### src/rtl/rdft_pkg.sv
// shared types and constants of the real-input dft block
`timescale 1ns / 1ps

package rdft_pkg;

	localparam int SAMPLE_W = 16;
	localparam int TW_W     = 16;
	localparam int PROD_W   = SAMPLE_W + TW_W;
	localparam int OUT_W    = 23;
	localparam int BIN_W    = 6;
	localparam int SHIFT    = 15;

	// twiddle generation constants, q2.30
	localparam longint ONE_Q30     = 64'sd1073741824;
	localparam longint PI_HALF_Q30 = 64'sd1686629713;
	localparam longint SIN_DIV [6] = '{156, 110, 72, 42, 20, 6};
	localparam longint COS_DIV [6] = '{132, 90, 56, 30, 12, 2};

	typedef struct packed {
		logic signed [TW_W-1:0] cosine;
		logic signed [TW_W-1:0] sine;
	} tw_t;

	// per-product tag that travels with the mac pipeline
	typedef struct packed {
		logic             first;
		logic             last;
		logic             final_bin;
		logic [BIN_W-1:0] bin;
	} tag_t;

endpackage

### src/rtl/rdft_mac.sv
// complex multiply-accumulate datapath and result register
`timescale 1ns / 1ps

module rdft_mac #(
	parameter int ACC_W = 39
) (
	input  logic                                   clk,
	input  logic                                   arst_n,
	input  logic                                   valid_s1,
	input  rdft_pkg::tag_t                         tag_s1,
	input  logic signed [rdft_pkg::SAMPLE_W-1:0]   x_s1,
	input  rdft_pkg::tw_t                          tw_s1,
	output logic                                   strobe,
	output logic [rdft_pkg::BIN_W-1:0]             bin,
	output logic signed [rdft_pkg::OUT_W-1:0]      real_part,
	output logic signed [rdft_pkg::OUT_W-1:0]      imag_part,
	output logic                                   last_bin
);

	logic                                valid_s2;
	rdft_pkg::tag_t                      tag_s2;
	logic signed [rdft_pkg::PROD_W-1:0]  prod_re_s2;
	logic signed [rdft_pkg::PROD_W-1:0]  prod_im_s2;
	logic signed [ACC_W-1:0]             acc_re_q;
	logic signed [ACC_W-1:0]             acc_im_q;
	logic signed [ACC_W-1:0]             ext_re;
	logic signed [ACC_W-1:0]             ext_im;
	logic signed [ACC_W-1:0]             sum_re;
	logic signed [ACC_W-1:0]             sum_im;

	always_ff @(posedge clk or negedge arst_n) begin
		if (!arst_n) begin
			valid_s2 <= 1'b0;
		end else begin
			valid_s2 <= valid_s1;
		end
	end

	always_ff @(posedge clk) begin
		tag_s2     <= tag_s1;
		prod_re_s2 <= x_s1 * $signed(tw_s1.cosine);
		prod_im_s2 <= x_s1 * $signed(tw_s1.sine);
	end

	always_comb begin
		ext_re = {{(ACC_W-rdft_pkg::PROD_W){prod_re_s2[rdft_pkg::PROD_W-1]}}, prod_re_s2};
		ext_im = {{(ACC_W-rdft_pkg::PROD_W){prod_im_s2[rdft_pkg::PROD_W-1]}}, prod_im_s2};
		// first product of a bin restarts the sums; imaginary sum is negated
		sum_re = (tag_s2.first ? '0 : acc_re_q) + ext_re;
		sum_im = (tag_s2.first ? '0 : acc_im_q) - ext_im;
	end

	always_ff @(posedge clk) begin
		if (valid_s2) begin
			acc_re_q <= sum_re;
			acc_im_q <= sum_im;
		end
		if (valid_s2 && tag_s2.last) begin
			bin       <= tag_s2.bin;
			// dropping the low bits is a flooring shift
			real_part <= sum_re[rdft_pkg::SHIFT +: rdft_pkg::OUT_W];
			imag_part <= sum_im[rdft_pkg::SHIFT +: rdft_pkg::OUT_W];
			last_bin  <= tag_s2.final_bin;
		end
	end

	always_ff @(posedge clk or negedge arst_n) begin
		if (!arst_n) begin
			strobe <= 1'b0;
		end else begin
			strobe <= valid_s2 && tag_s2.last;
		end
	end

endmodule

### src/rtl/real_input_dft_top.sv
// top level of the real-input direct dft block
// Collects SAMPLES signed samples, one per accepted start (start high, busy low),
// into a sample memory. The start that delivers the last sample of a block raises
// busy; the block then runs one complex multiply-accumulate per cycle, reading one
// sample from the memory and one twiddle pair from the rom each cycle, for
// SAMPLES*SAMPLES/2 products in all, and busy falls once the final bin has gone
// out; no new sample is taken while busy. Bins 0 to SAMPLES/2-1 come out in
// order, one result per SAMPLES products, each with strobe high for a single
// cycle; last_bin marks the final bin. There is no back-pressure on the result
// side: the receiver must take every strobe. Samples of the next block may be
// given as soon as busy is low again.
`timescale 1ns / 1ps

module real_input_dft_top #(
	parameter int SAMPLES = 128
) (
	input  logic                                  clk,
	input  logic                                  arst_n,
	input  logic                                  start,
	input  logic signed [rdft_pkg::SAMPLE_W-1:0]  sample,
	output logic                                  busy,
	output logic                                  strobe,
	output logic [rdft_pkg::BIN_W-1:0]            bin,
	output logic signed [rdft_pkg::OUT_W-1:0]     real_part,
	output logic signed [rdft_pkg::OUT_W-1:0]     imag_part,
	output logic                                  last_bin
);

	localparam int IW     = $clog2(SAMPLES);
	localparam int KW     = $clog2(SAMPLES / 2);
	localparam int ACC_RAW = rdft_pkg::PROD_W + IW;
	localparam int ACC_MIN = rdft_pkg::SHIFT + rdft_pkg::OUT_W;
	localparam int ACC_W  = (ACC_RAW < ACC_MIN) ? ACC_MIN : ACC_RAW;
	localparam logic [IW-1:0] LAST_I = IW'(SAMPLES - 1);
	localparam logic [KW-1:0] LAST_K = KW'(SAMPLES / 2 - 1);
	localparam logic [IW:0]   N_EXT  = (IW + 1)'(SAMPLES);

	// one rom entry: {cosine, sine} of angle 2*pi*m/SAMPLES in q1.15
	function automatic logic [2*rdft_pkg::TW_W-1:0] tw_entry(input int m);
		longint q;
		longint r;
		longint x;
		longint x2;
		longint a_s;
		longint a_c;
		longint s;
		longint c;
		longint sn;
		longint cs;
		q = longint'((4 * m) / SAMPLES);
		r = longint'((4 * m) % SAMPLES);
		x = (rdft_pkg::PI_HALF_Q30 * r) / SAMPLES;
		x2 = (x * x) / rdft_pkg::ONE_Q30;
		a_s = rdft_pkg::ONE_Q30;
		a_c = rdft_pkg::ONE_Q30;
		for (int n = 0; n < 6; n++) begin
			a_s = rdft_pkg::ONE_Q30 - ((x2 * a_s) / rdft_pkg::ONE_Q30) / rdft_pkg::SIN_DIV[n];
			a_c = rdft_pkg::ONE_Q30 - ((x2 * a_c) / rdft_pkg::ONE_Q30) / rdft_pkg::COS_DIV[n];
		end
		s = (((x * a_s) / rdft_pkg::ONE_Q30) + 64'sd16384) / 64'sd32768;
		c = (a_c + 64'sd16384) / 64'sd32768;
		if (s > 64'sd32767) s = 64'sd32767;
		if (s < -64'sd32767) s = -64'sd32767;
		if (c > 64'sd32767) c = 64'sd32767;
		if (c < -64'sd32767) c = -64'sd32767;
		case (q)
			64'sd0:  begin sn = s;  cs = c;  end
			64'sd1:  begin sn = c;  cs = -s; end
			64'sd2:  begin sn = -s; cs = -c; end
			default: begin sn = -c; cs = s;  end
		endcase
		return {cs[rdft_pkg::TW_W-1:0], sn[rdft_pkg::TW_W-1:0]};
	endfunction

	function automatic logic [2*rdft_pkg::TW_W*SAMPLES-1:0] build_rom();
		logic [2*rdft_pkg::TW_W*SAMPLES-1:0] rom;
		rom = '0;
		for (int m = 0; m < SAMPLES; m++) begin
			rom[m*2*rdft_pkg::TW_W +: 2*rdft_pkg::TW_W] = tw_entry(m);
		end
		return rom;
	endfunction

	localparam logic [2*rdft_pkg::TW_W*SAMPLES-1:0] TW_ROM = build_rom();

	logic signed [rdft_pkg::SAMPLE_W-1:0] sample_mem [SAMPLES];

	logic              accept;
	logic [IW-1:0]     fill_q;
	logic              busy_q;
	logic              issue_q;
	logic [KW-1:0]     k_q;
	logic [IW-1:0]     i_q;
	logic [IW-1:0]     m_q;
	logic [IW:0]       m_sum;
	logic [IW-1:0]     m_next;
	rdft_pkg::tag_t    tag_s0;

	logic                                  valid_s1;
	rdft_pkg::tag_t                        tag_s1;
	logic signed [rdft_pkg::SAMPLE_W-1:0]  x_s1;
	rdft_pkg::tw_t                         tw_s1;

	assign accept = start && !busy_q;
	assign busy   = busy_q;

	// twiddle index k*i mod SAMPLES, stepped by k
	always_comb begin
		m_sum  = {1'b0, m_q} + (IW + 1)'(k_q);
		m_next = (m_sum >= N_EXT) ? IW'(m_sum - N_EXT) : m_sum[IW-1:0];
	end

	always_comb begin
		tag_s0.first     = (i_q == '0);
		tag_s0.last      = (i_q == LAST_I);
		tag_s0.final_bin = (k_q == LAST_K);
		tag_s0.bin       = rdft_pkg::BIN_W'(k_q);
	end

	always_ff @(posedge clk or negedge arst_n) begin
		if (!arst_n) begin
			fill_q   <= '0;
			busy_q   <= 1'b0;
			issue_q  <= 1'b0;
			k_q      <= '0;
			i_q      <= '0;
			m_q      <= '0;
			valid_s1 <= 1'b0;
		end else begin
			valid_s1 <= issue_q;
			if (accept) begin
				if (fill_q == LAST_I) begin
					fill_q  <= '0;
					busy_q  <= 1'b1;
					issue_q <= 1'b1;
					k_q     <= '0;
					i_q     <= '0;
					m_q     <= '0;
				end else begin
					fill_q <= fill_q + 1'b1;
				end
			end
			if (issue_q) begin
				if (i_q == LAST_I) begin
					i_q <= '0;
					m_q <= '0;
					if (k_q == LAST_K) begin
						issue_q <= 1'b0;
					end else begin
						k_q <= k_q + 1'b1;
					end
				end else begin
					i_q <= i_q + 1'b1;
					m_q <= m_next;
				end
			end
			// block done once the final bin has gone out
			if (strobe && last_bin) begin
				busy_q <= 1'b0;
			end
		end
	end

	// sample memory: write on transfer, registered read during the mac run
	always_ff @(posedge clk) begin
		if (accept) begin
			sample_mem[fill_q] <= sample;
		end
		x_s1   <= sample_mem[i_q];
		tw_s1  <= TW_ROM[{m_q, 5'b0} +: 2*rdft_pkg::TW_W];
		tag_s1 <= tag_s0;
	end

	rdft_mac #(
		.ACC_W(ACC_W)
	) u_mac (
		.clk       (clk),
		.arst_n    (arst_n),
		.valid_s1  (valid_s1),
		.tag_s1    (tag_s1),
		.x_s1      (x_s1),
		.tw_s1     (tw_s1),
		.strobe    (strobe),
		.bin       (bin),
		.real_part (real_part),
		.imag_part (imag_part),
		.last_bin  (last_bin)
	);

endmodule

### config.mk
export PLATFORM = sky130hd
export DESIGN_NAME = real_input_dft_top
export DESIGN_NICKNAME = d
export VERILOG_FILES = /design/src/rtl/rdft_pkg.sv /design/src/rtl/rdft_mac.sv /design/src/rtl/real_input_dft_top.sv
export SDC_FILE = /design/constraint.sdc
export NUM_CORES = 2
export LEC_CHECK = 0
export ABC_AREA = 1
export BUFFER_PORTS_ARGS = -buffer_cell sky130_fd_sc_hd__buf_2
export CAP_MARGIN = 20
export CORE_MARGIN = 2
export CORE_UTILIZATION = 45
export DETAILED_ROUTE_END_ITERATION = 10
export HOLD_SLACK_MARGIN = 0.03
export SYNTH_ARGS = -nofsm -noshare
export SYNTH_HDL_FRONTEND = slang
export SYNTH_SLANG_ARGS = --single-unit
### constraint.sdc
create_clock -name clk -period 10.8 [get_ports clk]
set_clock_uncertainty 0.2 [all_clocks]
set_input_delay 2.16 -clock clk [delete_from_list [all_inputs] [get_ports clk]]
set_output_delay 2.16 -clock clk [all_outputs]
set_load 0.01 [all_outputs]
==> results.sh <==
export IMPL_io_pins=74
export IMPL_end_kind="flop"
export IMPL_cts_setup_buffers=0
export IMPL_hold_viol=0
export IMPL_post_drt_wl_per_cell_um=22.3
export IMPL_first_iter_violations=8921
export IMPL_slew_headroom_pct=24.8
export IMPL_drcViolationCount=0
export IMPL_power_density_nw_per_um2=139
export IMPL_die_h_um=524
export IMPL_tritoncts="built"
export IMPL_cts_htree_levels=5
export IMPL_post_dp_cell_area_um2=126000
export IMPL_r2r_start="tw_s1[1]$_DFF_P_"
export IMPL_finalSetupViolCount=0
export IMPL_yosysWarnings=0
export IMPL_async_reset_ff_share_pct=1.37
export IMPL_p_total_mw=18.7
export IMPL_wirelength_um=357000
export IMPL_yosysUniqueCellTypes=43
export IMPL_clock_latency_ps=890
export IMPL_area_growth_pct=10.2
export IMPL_io_buffers=73
export IMPL_ys_flop_type="edfxtp_1"
export IMPL_fin_tns_setup_ps=0
export IMPL_synth_seq_cells=2339
export IMPL_root_buffer="clkbuf_16"
export IMPL_syn_nets=13102
export IMPL_grt_pass1_vias=85184
export IMPL_ctsResizeCount=0
export IMPL_crit_arrival_ps=6950
export IMPL_clockBufferDepth=4
export IMPL_synthCells=12293
export IMPL_syn_area_um2=122000
export IMPL_fin_ws_ps=4370
export IMPL_routabilityCongestion=0.928
export IMPL_critical_path_class="flop to flop"
export IMPL_cp_max_fo=16
export IMPL_design_die_area_um2=274000
export IMPL_grt_use_total_pct=25.9
export IMPL_ys_seq_area_share_pct=56.6
export IMPL_worst_ep_required_time_ps=11320
export IMPL_cts_clk_slew_worst_paths_ps=70
export IMPL_drtAntennaViolNets=0
export IMPL_synth_edff_count=2177
export IMPL_dp_slack_ps=4450
export IMPL_grt_start_max_net_pins=205
export IMPL_die_w_um=524
export IMPL_power_leakage_nw=55.2
export IMPL_dpl_hpwl_um=225000
export IMPL_min_period_ps=6430
export IMPL_timing_fmax_mhz=155
export IMPL_fin_crit_sh_pct=59.6
export IMPL_final_nets=13084
export IMPL_min_delay_start="tag_s1[3]$_DFF_P_"
export IMPL_grt_pass1_wl_um=537000
export IMPL_rsz0062_at_grt="no"
export IMPL_multi_input_area_um2=44400
export IMPL_register_area_um2=68800
export IMPL_start_util_pct=45.3
export IMPL_drtPass1Iterations=6
export IMPL_synth_avg_cell_area_um2=9.89
export IMPL_cp_start_kind="flop"
export IMPL_worst_pin_slew_ps=1130
export IMPL_cts_buffers=262
export IMPL_drv_slew=0
export IMPL_final_cell_mix="nand2_1, edfxtp_1, nor2_1, inv_1, o21ai_0"
export IMPL_grt_overflow=0
export IMPL_cts_num_sinks=2339
export IMPL_core_um2=268000
export IMPL_antenna_found_initial=8
export IMPL_routed_via_count=86273
export IMPL_startpoint="tw_s1[1]$_DFF_P_"
export IMPL_vdd_drop_max_v=0.000137
export IMPL_outcome="complete, no violations"
export IMPL_layout_commonest_cell="nand2_1"
export IMPL_via_per_inst=5.38
export IMPL_fill_cells=24324
export IMPL_cap_viol_max_count=0
export IMPL_postCtsHoldBufs=0
export IMPL_hold_path_class="flop to flop"
export IMPL_fp_row_count=190
export IMPL_final_area_um2=134000
export IMPL_drive_gt1_share_pct=5.85
## per-stage QoR
step	utilization, %	hold slack [ps]	std cells
after floorplan	-	110	12293
after global placement	46.9	116	15562
after detailed placement	46.9	120	15563
after CTS	49.9	124	16030
after global routing	49.9	120	16032
final	49.9	104	16033
## sequential cells by signal (all words and copies together) (netlist names), 7 cells and up
signal / count
x_s1: 16
sample_mem: 2048
u_mac.tag_s2: 9
u_mac.acc_re_q: 38
u_mac.prod_im_s2: 32
m_q: 7
u_mac.acc_im_q: 38
u_mac.imag_part: 23
u_mac.real_part: 23
i_q: 7
fill_q: 7
tag_s1: 9
tw_s1: 32
u_mac.prod_re_s2: 32
## layout make-up
class / instances / area share (%)
diodes: 3 / 0.00560
multi-input cells: 7796 / 33.1
well taps: 3552 / 3.32
flip-flops and latches: 2339 / 51.4
clock inverters: 135 / 0.878
inverters: 1563 / 4.40
repair buffers: 313 / 1.74
clock buffers: 332 / 5.19
## per-layer routing
metal / GRT usage (%) / up-vias / wire (um)
met4: 9.78 / 2 / 13900
met5: 0 / - / 14
met3: 3.00 / 629 / 23500
met1: 35.5 / 42511 / 150000
met2: 42.4 / 3126 / 169000
li1: - / 40005 / -
## synth_stat cells (3+ instances only)
library cell	instances	area [um^2]
a21o_1	17	128
buf_6	10	113
buf_4	18	135
nor2_1	1785	6700
a21boi_0	5	37.5
o221ai_1	13	114
nor3_1	30	150
o31ai_1	3	22.5
dfxtp_1	130	2600
inv_2	3	11.3
clkbuf_1	353	1330
a22oi_1	6	45.0
o21bai_1	19	143
o211ai_1	137	1030
nand3_1	689	3450
nand2_1	2872	10800
ha_1	263	3290
xor2_1	93	815
a32oi_1	7	61.3
buf_2	167	836
inv_1	1550	5820
o21ai_1	69	345
a31oi_1	23	144
a21oi_1	294	1470
fa_1	527	10600
o21ai_0	771	3860
o22ai_1	22	138
dfrtp_1	32	801
or2_2	44	275
clkinv_1	10	37.5
nand4_1	52	325
xnor2_1	34	298
buf_1	47	176
edfxtp_1	2177	65400
o2111ai_1	6	52.6
o21a_1	4	30.0
## report_power, final
part / total [mW] / internal (mW) / switching [mW]
Sequential: 9.89 / 9.89 / 0
Clock: 8.62 / 4.92 / 3.69
Combinational: 0.162 / 0.00805 / 0.154
Total: 18.7 / 14.8 / 3.85
## logic make-up after synthesis
| group | after synthesis | synth area share, % |
|---|---|---|
| compound gates | 1400 | 6.30 |
| xor+xnor | 127 | 0.915 |
| fa+ha+maj | 790 | 11.4 |
| buf+inv | 2158 | 6.95 |
| flops | 2339 | 56.6 |
| mux | 1 | 0.00823 |
| simple gates | 5478 | 17.9 |
## final timing paths
kind | end | slack [ps] | cells after the start
worst max-delay path | u_mac.prod_im_s2[31]$_DFF_P_ | 4370 | 20
max in group asynchronous | u_mac.valid_s2$_DFF_PN0_ | 8400 | 1
worst min-delay path | u_mac.tag_s2[3]$_DFF_P_ | 100 | 0
worst max register to register | u_mac.prod_im_s2[31]$_DFF_P_ | 4370 | 20
min in group asynchronous | fill_q[3]$_DFFE_PN0P_ | 1210 | 1
worst min register to register | u_mac.tag_s2[3]$_DFF_P_ | 100 | 0
## critical path: stages, from the launching register on
cell	delay, ps
dfxtp_1	730
nand2_1	210
inv_1	150
fa_1	540
fa_1	750
fa_1	690
inv_1	80
fa_1	490
inv_1	60
fa_1	520
fa_1	430
ha_1	380
inv_1	80
nor3_1	340
nand2_1	160
nor3_1	160
nand2_1	80
nand3_1	90
inv_1	50
nand2_1	60
nand2_1	50
Note: power is estimated with default switching activity, not from simulation.
